`config.mk`:
```
export PLATFORM = sky130hd
export DESIGN_NAME = antialiased_line_generator_top
export DESIGN_NICKNAME = d
export VERILOG_FILES = /design/src/rtl/alg_pkg.sv /design/src/rtl/alg_datapath.sv /design/src/rtl/alg_controller.sv /design/src/rtl/antialiased_line_generator_top.sv
export SDC_FILE = /design/constraint.sdc
export NUM_CORES = 1
export LEC_CHECK = 0
export BUFFER_PORTS_ARGS = -buffer_cell sky130_fd_sc_hd__buf_4
export CAP_MARGIN = 0
export CELL_PAD_IN_SITES_DETAIL_PLACEMENT = 1
export CELL_PAD_IN_SITES_GLOBAL_PLACEMENT = 1
export CORE_UTILIZATION = 30
export DETAILED_ROUTE_END_ITERATION = 8
export GPL_TIMING_DRIVEN = 0
export PLACE_DENSITY = 0.61
export SYNTH_ARGS = -nofsm -noshare
export SYNTH_HDL_FRONTEND = slang
export SYNTH_SLANG_ARGS = --single-unit
```
`constraint.sdc`:
```
create_clock -name clock -period 36.7 [get_ports clock]
set_input_delay 7.34 -clock clock [delete_from_list [all_inputs] [get_ports clock]]
set_output_delay 7.34 -clock clock [all_outputs]
set_load 0.005 [all_outputs]
```
`src/rtl/alg_pkg.sv`:
```
// ----------------------------------------------------------------------------
// Antialiased line generator package
// Shared types for the controller and the datapath.
// ----------------------------------------------------------------------------
package alg_pkg;

   typedef enum logic [1:0] {
      PH_IDLE   = 2'd0,
      PH_FIRST  = 2'd1,
      PH_INNER  = 2'd2,
      PH_SECOND = 2'd3
   } phase_type;

   // Commands from the controller to the datapath.
   typedef struct packed {
      logic      load;       // capture a start word and set up the line
      logic      div_step;   // one restoring division step
      logic      div_finish; // apply sign and form the first accumulator
      logic      emit;       // build both pixel writes of the current column
      phase_type kind;       // which column is being emitted
      logic      advance;    // move the column and the accumulator on
   } alg_cmd_type;

   // Status from the datapath to the controller.
   typedef struct packed {
      logic div_done;
      logic first_short;  // column + 1 >= column_end
      logic inner_end;    // column + 1 >= column_end, on the wrapped column
   } alg_sts_type;

endpackage

```
`src/rtl/alg_datapath.sv`:
```
// ----------------------------------------------------------------------------
// Antialiased line datapath
// Endpoint set-up, serial gradient divider, row accumulator and pixel build.
// ----------------------------------------------------------------------------
module alg_datapath
   import alg_pkg::*;
#(
   parameter int SCREEN_WIDTH  = 800,
   parameter int SCREEN_HEIGHT = 600,
   parameter int FRAC_BITS     = 16
) (
   input  logic              clock,
   input  logic [9:0]        x_start,
   input  logic [9:0]        y_start,
   input  logic [9:0]        x_finish,
   input  logic [9:0]        y_finish,
   input  logic [31:0]       line_color,
   input  alg_cmd_type       cmd,
   output alg_sts_type       sts,
   output logic [9:0]        pix_x     [2],
   output logic [9:0]        pix_y     [2],
   output logic [31:0]       pix_color [2],
   output logic              pix_in    [2]
);

   localparam int QW = 10 + FRAC_BITS;        // quotient width
   localparam int AW = 12 + FRAC_BITS;        // accumulator width
   localparam int CW = $clog2(QW + 1);
   localparam logic [AW-1:0] ONE = AW'(1) << FRAC_BITS;
   localparam logic [AW-1:0] HALF = AW'(1) << (FRAC_BITS - 1);

   logic          steep_ff;
   logic [9:0]    col_ff, col_end_ff, row1_ff, row2_ff;
   logic [31:0]   color_ff;
   logic [AW-1:0] acc_ff, slope_ff;
   logic          neg_ff, zero_ff;
   logic [QW-1:0] quo_ff;
   logic [10:0]   rem_ff;
   logic [9:0]    dx_ff;
   logic [CW-1:0] cnt_ff;

   logic [9:0]    ax0, ay0, ax1, ay1, sx0, sy0, sx1, sy1;
   logic [10:0]   adx, ady, trial;
   logic          steep;
   logic [QW-1:0] dividend;
   logic [AW-1:0] mag, slope_full;

   always_comb begin
      adx   = (x_finish >= x_start) ? 11'(x_finish - x_start) : 11'(x_start - x_finish);
      ady   = (y_finish >= y_start) ? 11'(y_finish - y_start) : 11'(y_start - y_finish);
      steep = ady > adx;
      ax0 = steep ? y_start : x_start;   ay0 = steep ? x_start : y_start;
      ax1 = steep ? y_finish : x_finish; ay1 = steep ? x_finish : y_finish;
      if (ax0 > ax1) begin
         sx0 = ax1; sy0 = ay1; sx1 = ax0; sy1 = ay0;
      end else begin
         sx0 = ax0; sy0 = ay0; sx1 = ax1; sy1 = ay1;
      end
      dividend = {(sy1 >= sy0) ? (sy1 - sy0) : (sy0 - sy1), {FRAC_BITS{1'b0}}};
      trial = {rem_ff[9:0], quo_ff[QW-1]} - {1'b0, dx_ff};
      mag   = zero_ff ? ONE : AW'(quo_ff);
      slope_full = neg_ff ? (AW'(0) - mag) : mag;
   end

   always_ff @(posedge clock) begin
      if (cmd.load) begin
         steep_ff   <= steep;
         col_ff     <= sx0;
         col_end_ff <= sx1;
         row1_ff    <= sy0;
         row2_ff    <= sy1;
         color_ff   <= line_color;
         dx_ff      <= sx1 - sx0;
         zero_ff    <= (sx1 == sx0);
         neg_ff     <= sy1 < sy0;
         quo_ff     <= dividend;
         rem_ff     <= '0;
         cnt_ff     <= CW'(QW);
      end else if (cmd.div_step) begin
         if (!trial[10]) begin
            rem_ff <= trial;
            quo_ff <= {quo_ff[QW-2:0], 1'b1};
         end else begin
            rem_ff <= {rem_ff[9:0], quo_ff[QW-1]};
            quo_ff <= {quo_ff[QW-2:0], 1'b0};
         end
         cnt_ff <= cnt_ff - 1'b1;
      end else if (cmd.div_finish) begin
         slope_ff <= slope_full;
         acc_ff   <= {2'b00, row1_ff, {FRAC_BITS{1'b0}}} + slope_full;
      end else if (cmd.advance) begin
         if (cmd.kind == PH_INNER) begin
            acc_ff <= acc_ff + slope_ff;
            col_ff <= col_ff + 1'b1;
         end else if (cmd.kind == PH_FIRST) begin
            if (!sts.first_short) col_ff <= col_ff + 1'b1;
         end
      end
   end

   assign sts.div_done    = (cnt_ff == '0);
   assign sts.first_short = ({1'b0, col_ff} + 11'd1) >= {1'b0, col_end_ff};
   assign sts.inner_end   = (col_ff + 10'd1) >= col_end_ff;

   // Pixel build: both writes of a column are formed together and registered.
   logic [9:0]         col, row;
   logic [10:0]        rowp;
   logic [AW-1:0]      cov0, cov1;
   logic [FRAC_BITS:0] c0, c1;
   logic [9:0]         px [2], py [2];
   logic [10:0]        fx [2], fy [2];
   logic [FRAC_BITS+8:0] prod [2];
   logic [FRAC_BITS:0]   cv [2];

   always_comb begin
      col  = (cmd.kind == PH_SECOND) ? col_end_ff : col_ff;
      row  = row1_ff;
      cov0 = HALF;
      cov1 = '0;
      case (cmd.kind)
         PH_INNER: begin
            row  = acc_ff[FRAC_BITS+9:FRAC_BITS];
            cov1 = {{(AW-FRAC_BITS){1'b0}}, acc_ff[FRAC_BITS-1:0]};
            cov0 = ONE - cov1;
         end
         PH_SECOND: row = row2_ff;
         default: row = row1_ff;
      endcase
      rowp = {1'b0, row} + 11'd1;
      c0 = cov0[FRAC_BITS:0];
      c1 = cov1[FRAC_BITS:0];
      cv[0] = c0; cv[1] = c1;
      fy[0] = {1'b0, row}; fy[1] = rowp;
      for (int k = 0; k < 2; k++) begin
         px[k] = steep_ff ? fy[k][9:0] : col;
         py[k] = steep_ff ? col : fy[k][9:0];
         fx[k] = steep_ff ? fy[k] : {1'b0, col};
         prod[k] = color_ff[31:24] * cv[k];
      end
   end

   always_ff @(posedge clock) begin
      if (cmd.emit) begin
         for (int k = 0; k < 2; k++) begin
            pix_x[k]     <= px[k];
            pix_y[k]     <= py[k];
            pix_color[k] <= {prod[k][FRAC_BITS+7:FRAC_BITS], color_ff[23:0]};
            pix_in[k]    <= (steep_ff ? (fx[k] < 11'(SCREEN_WIDTH)
                                         && {1'b0, col} < 11'(SCREEN_HEIGHT))
                                      : ({1'b0, col} < 11'(SCREEN_WIDTH)
                                         && fy[k] < 11'(SCREEN_HEIGHT)));
         end
      end
   end

endmodule

```
`src/rtl/alg_controller.sv`:
```
// ----------------------------------------------------------------------------
// Antialiased line controller
// Sequences set-up, division, and the two writes of each step word.
// ----------------------------------------------------------------------------
module alg_controller
   import alg_pkg::*;
(
   input  logic        clock,
   input  logic        reset,
   input  logic        req_valid,
   input  logic        req_func,
   output logic        req_stall,
   output logic        rsp_valid,
   input  logic        rsp_stall,
   output logic        rsp_sel,
   output logic        rsp_last,
   output alg_cmd_type cmd,
   input  alg_sts_type sts
);

   typedef enum logic [2:0] {
      S_READY, S_DIV, S_FIN, S_OUT0, S_OUT1
   } state_type;

   state_type state_ff, state_in;
   phase_type phase_ff, phase_in;
   logic      last_ff, last_in;
   logic      accept;

   assign req_stall = (state_ff != S_READY);
   assign accept    = req_valid && !req_stall;
   assign rsp_valid = (state_ff == S_OUT0) || (state_ff == S_OUT1);
   assign rsp_sel   = (state_ff == S_OUT1);
   assign rsp_last  = rsp_sel && last_ff;

   always_comb begin
      state_in = state_ff;
      phase_in = phase_ff;
      last_in  = last_ff;
      cmd      = '0;
      cmd.kind = phase_ff;
      case (state_ff)
         S_READY: begin
            if (accept) begin
               if (!req_func) begin
                  cmd.load = 1'b1;
                  state_in = S_DIV;
               end else if (phase_ff != PH_IDLE) begin
                  cmd.emit    = 1'b1;
                  cmd.advance = 1'b1;
                  last_in     = (phase_ff == PH_SECOND);
                  state_in    = S_OUT0;
                  case (phase_ff)
                     PH_FIRST:  phase_in = sts.first_short ? PH_SECOND : PH_INNER;
                     PH_INNER:  phase_in = sts.inner_end ? PH_SECOND : PH_INNER;
                     default:   phase_in = PH_IDLE;
                  endcase
               end
            end
         end
         S_DIV: begin
            if (sts.div_done) state_in = S_FIN;
            else cmd.div_step = 1'b1;
         end
         S_FIN: begin
            cmd.div_finish = 1'b1;
            phase_in       = PH_FIRST;
            state_in       = S_READY;
         end
         S_OUT0: if (!rsp_stall) state_in = S_OUT1;
         S_OUT1: if (!rsp_stall) state_in = S_READY;
         default: state_in = S_READY;
      endcase
   end

   always_ff @(posedge clock) begin
      if (reset) begin
         state_ff <= S_READY;
         phase_ff <= PH_IDLE;
         last_ff  <= 1'b0;
      end else begin
         state_ff <= state_in;
         phase_ff <= phase_in;
         last_ff  <= last_in;
      end
   end

endmodule

```
`src/rtl/antialiased_line_generator_top.sv`:
```
// ----------------------------------------------------------------------------
// Antialiased line generator
// Wu line drawing: set-up with a serial gradient divider, two writes a step.
// ----------------------------------------------------------------------------
// Usage. A request word with func 0 starts a line from its endpoints and
// colour; it produces no response. The block then runs a restoring divider
// and a set-up state after it, and holds req_stall high throughout. A
// request word with func 1 produces the two pixel words of the next major
// column, the pixel at the smaller minor coordinate first; the last word of
// a line carries last. A step word while no line is active is taken and
// dropped. Each step word is captured and then answered with its two
// response words in turn, and the block takes no new request until both
// are taken. While rsp_stall is high the current response word is held
// unchanged and no new request is taken. A start word abandons any line in
// progress. Reset is synchronous and active high; it returns the block to
// idle with no line active, ready for a request on the next cycle.
// ----------------------------------------------------------------------------
module antialiased_line_generator_top
   import alg_pkg::*;
#(
   parameter int SCREEN_WIDTH  = 800,
   parameter int SCREEN_HEIGHT = 600,
   parameter int FRAC_BITS     = 16
) (
   input  logic        clock,
   input  logic        reset,
   input  logic        req_valid,
   output logic        req_stall,
   input  logic        req_func,
   input  logic [9:0]  req_x_start,
   input  logic [9:0]  req_y_start,
   input  logic [9:0]  req_x_finish,
   input  logic [9:0]  req_y_finish,
   input  logic [31:0] req_line_color,
   output logic        rsp_valid,
   input  logic        rsp_stall,
   output logic [9:0]  rsp_pixel_x,
   output logic [9:0]  rsp_pixel_y,
   output logic [31:0] rsp_pixel_color,
   output logic        rsp_in_screen,
   output logic        rsp_last
);

   alg_cmd_type cmd;
   alg_sts_type sts;
   logic        sel;
   logic [9:0]  pix_x [2];
   logic [9:0]  pix_y [2];
   logic [31:0] pix_color [2];
   logic        pix_in [2];

   // The controller owns the handshakes and the line phase; the datapath holds the rest of the line state.
   alg_controller u_ctrl (
      .clock     (clock),
      .reset     (reset),
      .req_valid (req_valid),
      .req_func  (req_func),
      .req_stall (req_stall),
      .rsp_valid (rsp_valid),
      .rsp_stall (rsp_stall),
      .rsp_sel   (sel),
      .rsp_last  (rsp_last),
      .cmd       (cmd),
      .sts       (sts)
   );

   alg_datapath #(
      .SCREEN_WIDTH  (SCREEN_WIDTH),
      .SCREEN_HEIGHT (SCREEN_HEIGHT),
      .FRAC_BITS     (FRAC_BITS)
   ) u_dp (
      .clock      (clock),
      .x_start    (req_x_start),
      .y_start    (req_y_start),
      .x_finish   (req_x_finish),
      .y_finish   (req_y_finish),
      .line_color (req_line_color),
      .cmd        (cmd),
      .sts        (sts),
      .pix_x      (pix_x),
      .pix_y      (pix_y),
      .pix_color  (pix_color),
      .pix_in     (pix_in)
   );

   // Both words of a column are registered together; the select picks one.
   assign rsp_pixel_x     = pix_x[sel];
   assign rsp_pixel_y     = pix_y[sel];
   assign rsp_pixel_color = pix_color[sel];
   assign rsp_in_screen   = pix_in[sel];

endmodule
```
-- After elaboration in Yosys (flattened, before gate mapping)
Index checks and enable logic that the tools add are counted.
Widths: inputs -> output; s select.
- mux-type cells: 75
- $add $sub $neg: 16
- multiply operators: 2
- $lt $le $gt $ge: 15
- reductions and logical operators: 24
- equality and inequality tests: 18
- bitwise logic cells: 3
- operators with widths (operator ; count):
    $mux 10 ; 29
    $mux 28 ; 4
    $mux 32 ; 3
    $mux 26 ; 3
    $sub 10x10->11 ; 4
    $ge 10x10->1 ; 4
    $lt 11x10->1 const B ; 3
    $mux 11 ; 3
    $lt 10x10->1 const B ; 3
    $sub 10x10->10 ; 3
    $add 26x28->28 ; 1
    $add 28x28->28 ; 1
    $sub 1x28->28 const A ; 1
    $mul 8x16->24 ; 1
    $mul 8x17->24 ; 1
    $add 10x1->11 const B ; 2
    $pmux 10 s2 ; 1
    $mux 1 ; 18
    $mux 3 ; 6
    $mux 17 ; 1
    $sub 17x16->17 const A ; 1
    $mux 16 ; 1
    $pmux 3 s4 ; 1
    $reduce_and 4->1 ; 3
    31 further kinds ; 55
- logic and storage cells: 179
- output and inout bits: 56
- register bits: 294
- input bits: 77

-- Depth between registers and ports, before layout
- depth in word-level cells: 9
- mapped depth: 57
- gate-level depth less buffers: 48

-- Hierarchy
A second synthesis with hierarchy kept.
- cell total of the unflattened synthesis: 2879
- area, all modules: 26842.0 µm²
- by module, submodules not included (module ; sequential area each (µm²) ; cells an instance ; instances ; area an instance (µm²)):
    alg_datapath ; 7497.2 ; 2767 ; 1 ; 25503.2
    antialiased_line_generator_top ; 0.0 ; 59 ; 1 ; 895.9
    alg_controller ; 120.1 ; 53 ; 1 ; 442.9

-- Worst setup path after synthesis
No wires, ideal clock.
- path type: input port to flip-flop
- from: input req_x_start[0]
- to: register u_dp.quo_ff[21], data pin
- arrival time: 17357 ps
- data required time: 36565 ps
- slack: 19208 ps
- library setup time: 135 ps
- path buffers: 9
- cell stages on the path: 51
- cells stage by stage: inv_1 ha_1 nand2b_1 a21oi_1 o21bai_1 a21o_1 a21oi_1 o211ai_1 nand2_1 buf_1 mux2i_1 a221oi_1 o31a_1 a21boi_0 a31oi_1 xor2_1 ha_1 nand4_2 [15 not listed] a41oi_1 a211o_2 nand2_2 clkbuf_1 clkbuf_1 buf_1 a21oi_1 mux2i_1 ha_1 inv_1 fa_1 o21ai_0 a211oi_2 o311a_4 nor2_4 mux2_4 or4_1 nand3_1
- word-level cells in the longest chain between the ends: 9
- elaborated cells on any way between the ends: 17
- those cells by class: add/sub: 4; order compare: 4; mux: 9
- RTL lines (item ; RTL line ; source):
    start, declared ; antialiased_line_generator_top.sv:30 ; input logic [9:0] req_x_start,
    $sub 10x10->11 / $ge 10x10->1 (equally long branches) ; alg_datapath.sv:49 ; adx = (x_finish >= x_start) ? 11'(x_finish - x_start) : 11'(x_start - x_finish);
    $mux 11 ; alg_datapath.sv:49 ;
    $gt 11x11->1 ; alg_datapath.sv:51 ; steep = ady > adx;
    $mux 10 (on tied branches) ; alg_datapath.sv:52, alg_datapath.sv:53 ;
    $gt 10x10->1 ; alg_datapath.sv:54 ; if (ax0 > ax1) begin
    $mux 10 * ; alg_datapath.sv:54 ;
    named net u_dp.sy0[0] ; alg_datapath.sv:42 ; logic [9:0] ax0, ay0, ax1, ay1, sx0, sy0, sx1, sy1;
    $sub 10x10->10 / $ge 10x10->1 (equally long branches) ; alg_datapath.sv:59 ; dividend = {(sy1 >= sy0) ? (sy1 - sy0) : (sy0 - sy1), {FRAC_BITS{1'b0}}};
    $mux 10 * ; alg_datapath.sv:59 ;
    $mux 26 * ; alg_datapath.sv:66 ; if (cmd.load) begin
    end signal, assigned ; alg_datapath.sv:76 ; quo_ff <= dividend;
    end signal, assigned ; alg_datapath.sv:82 ; quo_ff <= {quo_ff[QW-2:0], 1'b1};
    end signal, assigned ; alg_datapath.sv:85 ; quo_ff <= {quo_ff[QW-2:0], 1'b0};
    end, declared ; alg_datapath.sv:37 ; logic [QW-1:0] quo_ff;
The timed path passes the listed nets; every way through them passes the cells marked *.
A chain may end at the register's enable or synchronous reset.

-- Final worst setup path
- from: input req_y_start[1]
- to: register u_dp.quo_ff[23], data pin
- word-level cells in the longest chain between the ends: 9
- elaborated cells on any way between the ends: 17
- those cells by class: add/sub: 4; order compare: 4; mux: 9
- RTL lines (item ; RTL line ; source):
    start, declared ; antialiased_line_generator_top.sv:31 ; input logic [9:0] req_y_start,
    $sub 10x10->11 / $ge 10x10->1 (equally long branches) ; alg_datapath.sv:50 ; ady = (y_finish >= y_start) ? 11'(y_finish - y_start) : 11'(y_start - y_finish);
    $mux 11 ; alg_datapath.sv:50 ;
    $gt 11x11->1 ; alg_datapath.sv:51 ;
    $mux 10 (on tied branches) ; alg_datapath.sv:52, alg_datapath.sv:53 ;
    $gt 10x10->1 ; alg_datapath.sv:54 ;
    $mux 10 * ; alg_datapath.sv:54 ;
    named net u_dp.sy1[1] ; alg_datapath.sv:42 ;
    $sub 10x10->10 / $ge 10x10->1 (equally long branches) ; alg_datapath.sv:59 ;
    $mux 10 * ; alg_datapath.sv:59 ;
    $mux 26 * ; alg_datapath.sv:66 ;
Marked as above.

==> results_dict.tcl <==
set metrics [dict create \
    outcome "finished, final reports clean" \
    h-tree-depth 2 \
    setup_viol 0 \
    ys.flop_type "edfxtp_1" \
    max-cap-violations 0 \
    gp_congestion 0.8993 \
    tns_ns 0 \
    cp-start-kind "primary input" \
    cp.arrival_ns 21.39 \
    cp_common_cell "a21oi_1" \
    power.total_mw 2.277 \
    firstDrtPassIters 5 \
    synth_seq_cells 266 \
    period_share_pct 57.56 \
    syn_inst 2802 \
    finalCriticalPeriod_ns 21.12 \
    wire_per_inst_um 20.37 \
    coreArea_um2 84220 \
    io_buffers 132 \
    ant_nets 0 \
    grt-ovfl-total 0 \
    synth_edf_count 229 \
    leakage_nw 13.13 \
    ctsResizeCount 0 \
    cts_sinks 266 \
    avgSynthCellArea_um2 9.174 \
    fmax_ghz 0.04734 \
    wl_mm 84.30 \
    syn-num-nets 3278 \
    regArea_um2 7617 \
    synth_async_sr_flop_share_pct 0 \
    cts.reportedPaths.clkPinSlew_ns 0.06 \
    vdd_drop_max_mv 0.05175 \
    worst_path_dominant_cell_family "compound AO/OA/AOI/OAI gates" \
    grt_use_total_pct 19.43 \
    rows 106 \
    ys.warnings.count 0 \
    finalMaxSlewViolations 0 \
    ys_types 87 \
    clockBufferDepth 3 \
    worst_pin_slew_ns 1.322 \
    max_stage_delay_ns 0.62 \
    die_w_um 294.7 \
    dieArea_um2 86860 \
    antennaDiodeCount 0 \
    required_ns 36.97 \
    cts_hold_buffers 0 \
    hold_slack_ns 0.4161 \
    holdCritPathClass "flop to flop" \
    fillers 9766 \
    cts_tree "yes" \
    critPathMaxFanout 10 \
    grt_max_degree 65 \
    grt_setup_unrepaired "no" \
    seq_area_frac_synth_pct 29.63 \
    cts_made_buffers 34 \
    design_area_um2 29350 \
    ios 133 \
    post_cts_buffers 0 \
    hold_viol 0 \
    crit_type "primary input to flop" \
    vias 20930 \
    crit_buf_inv 10 \
    die_h_um 294.7 \
    area_growth_pct 14.16 \
    viasPerCell 5.057 \
    syn-cell-area_um2 25710 \
    dpl.hpwl_mm 69.60 \
    antenna_found_initial 0 \
    placed_area_um2 28250 \
    multi_input_area_um2 16330 \
    insertion_delay_ns 0.55 \
    slowest_stage "a211oi_2" \
    grt_pass1_vias 23001 \
    p_per_area_nw_per_um2 77.58 \
    nets 3455 \
    cts-root-buf "clkbuf_16" \
    end_kind "flop" \
    grt_pass1_wl_mm 131.3 \
    layout-drive-gt1-share_pct 9.318 \
    finalClockSkew_ns 0.01477 \
    initial_utilization_pct 30.52 \
    max_slew_margin_pct 11.65 \
    drc 0 \
    drt_iter0_drc 925 \
]
## area by class of cell
type	instances	share of cell area, %
tap	1134	4.835
sequential	266	25.96
clock buffer	45	3.215
clock inverter	17	0.5159
multi-input combinational	2070	55.65
timing repair buffer	141	3.807
buffer	149	1.965
inverter	317	4.055
## Yosys cell counts (all sizes together) (14+ instances only)
cell type | instances | share of area, %
nand2 | 331 | 4.8
inv | 317 | 4.6
edfxtp | 229 | 27
ha | 219 | 11
nor2 | 185 | 2.8
fa | 180 | 14
a21oi | 178 | 3.5
o21ai | 139 | 2.7
clkbuf | 132 | 1.9
and3 | 107 | 2.6
xnor2 | 75 | 2.6
mux2i | 51 | 2.0
and2 | 48 | 1.2
xor2 | 48 | 1.6
mux2 | 46 | 2.0
nand3 | 44 | 0.86
a21o | 43 | 1.3
nor3 | 41 | 0.82
dfxtp | 37 | 2.9
o21a | 27 | 0.79
nor2b | 25 | 0.61
a211oi | 24 | 0.85
nand2b | 24 | 0.58
a31oi | 22 | 0.56
a22o | 19 | 0.65
buf | 17 | 0.30
o211ai | 15 | 0.49
o21bai | 14 | 0.41
o31ai | 14 | 0.41
## path summary, 6_finish.rpt
path                            cells past startpoint                             from  slack [ns]                      endpoint
worst max-delay path                               52                   req_y_start[1]       15.58     u_dp.quo_ff[23]$_DFFE_PP_
worst min-delay path                                0      u_dp.color_ff[22]$_DFFE_PP_        0.42  u_dp.pix_color[22]$_DFFE_PP_
worst max register to register                     22  u_ctrl.phase_ff[0]$_SDFFE_PP0P_       28.05  u_dp.pix_color[63]$_DFFE_PP_
worst min register to register                      0      u_dp.color_ff[22]$_DFFE_PP_        0.42  u_dp.pix_color[22]$_DFFE_PP_
## cell usage in the layout (no fill, tap or decap), types with 14 or more instances in the layout
| master | count |
|---|---|
| nand2_1 | 330 |
| buf_4 | 132 |
| nor2_1 | 183 |
| xor2_1 | 48 |
| clkbuf_16 | 35 |
| o21ai_0 | 128 |
| ha_1 | 219 |
| nand2b_1 | 24 |
| nor2b_1 | 25 |
| mux2i_1 | 51 |
| a21o_1 | 43 |
| inv_1 | 316 |
| mux2_2 | 43 |
| o21bai_1 | 14 |
| nor3_1 | 40 |
| a21oi_1 | 176 |
| and3_1 | 107 |
| xnor2_1 | 75 |
| edfxtp_1 | 229 |
| a22o_1 | 19 |
| a211oi_1 | 18 |
| fa_1 | 180 |
| o211ai_1 | 14 |
| and2_1 | 46 |
| nand3_1 | 44 |
| clkbuf_1 | 137 |
| o31ai_1 | 14 |
| dfxtp_1 | 37 |
| a31oi_1 | 21 |
| o21a_1 | 27 |
## metrics by stage
step | std cells | util, % | setup slack, ns
floorplan | 2802 | - | 19.21
global placement | 4068 | 33.38 | 15.67
detailed placement | 4077 | 33.55 | 15.24
CTS | 4139 | 34.85 | 15.80
global route | 4139 | 34.85 | 14.65
finish | 4139 | 34.85 | 15.58
## flip-flops by register name (all words and copies together) (netlist names), 20 cells and up
| register | cells |
|---|---|
| u_dp.acc_ff | 26 |
| u_dp.quo_ff | 26 |
| u_dp.pix_y | 20 |
| u_dp.color_ff | 32 |
| u_dp.slope_ff | 26 |
| u_dp.pix_color | 40 |
| u_dp.pix_x | 20 |
## layer usage
metal  global-route usage [%]  share of wire [%]  up-vias
met5                        0                  0        -
met4                    5.221                2.5        0
met3                    1.749                2.6      117
met2                    36.41                 52      307
met1                    23.44                 43    10525
li1                         -                  -     9981
## cells by family after synthesis
family	after synthesis	synth area share, %
AO/OA/AOI/OAI	580	14.52
XOR/XNOR	123	4.191
adder cells (fa/ha/maj)	405	24.91
buffers and inverters	466	6.853
flip-flops	266	29.63
multiplexers	97	4.016
AND/OR/NAND/NOR	865	15.88
## power breakdown
| group | switching, mW | internal [mW] |
|---|---|---|
| clock | 0.138 | 0.196 |
| combinational | 0.919 | 0.511 |
| sequential | 0.0548 | 0.458 |
| total | 1.11 | 1.16 |
Note: power is estimated with default switching activity, not from simulation.
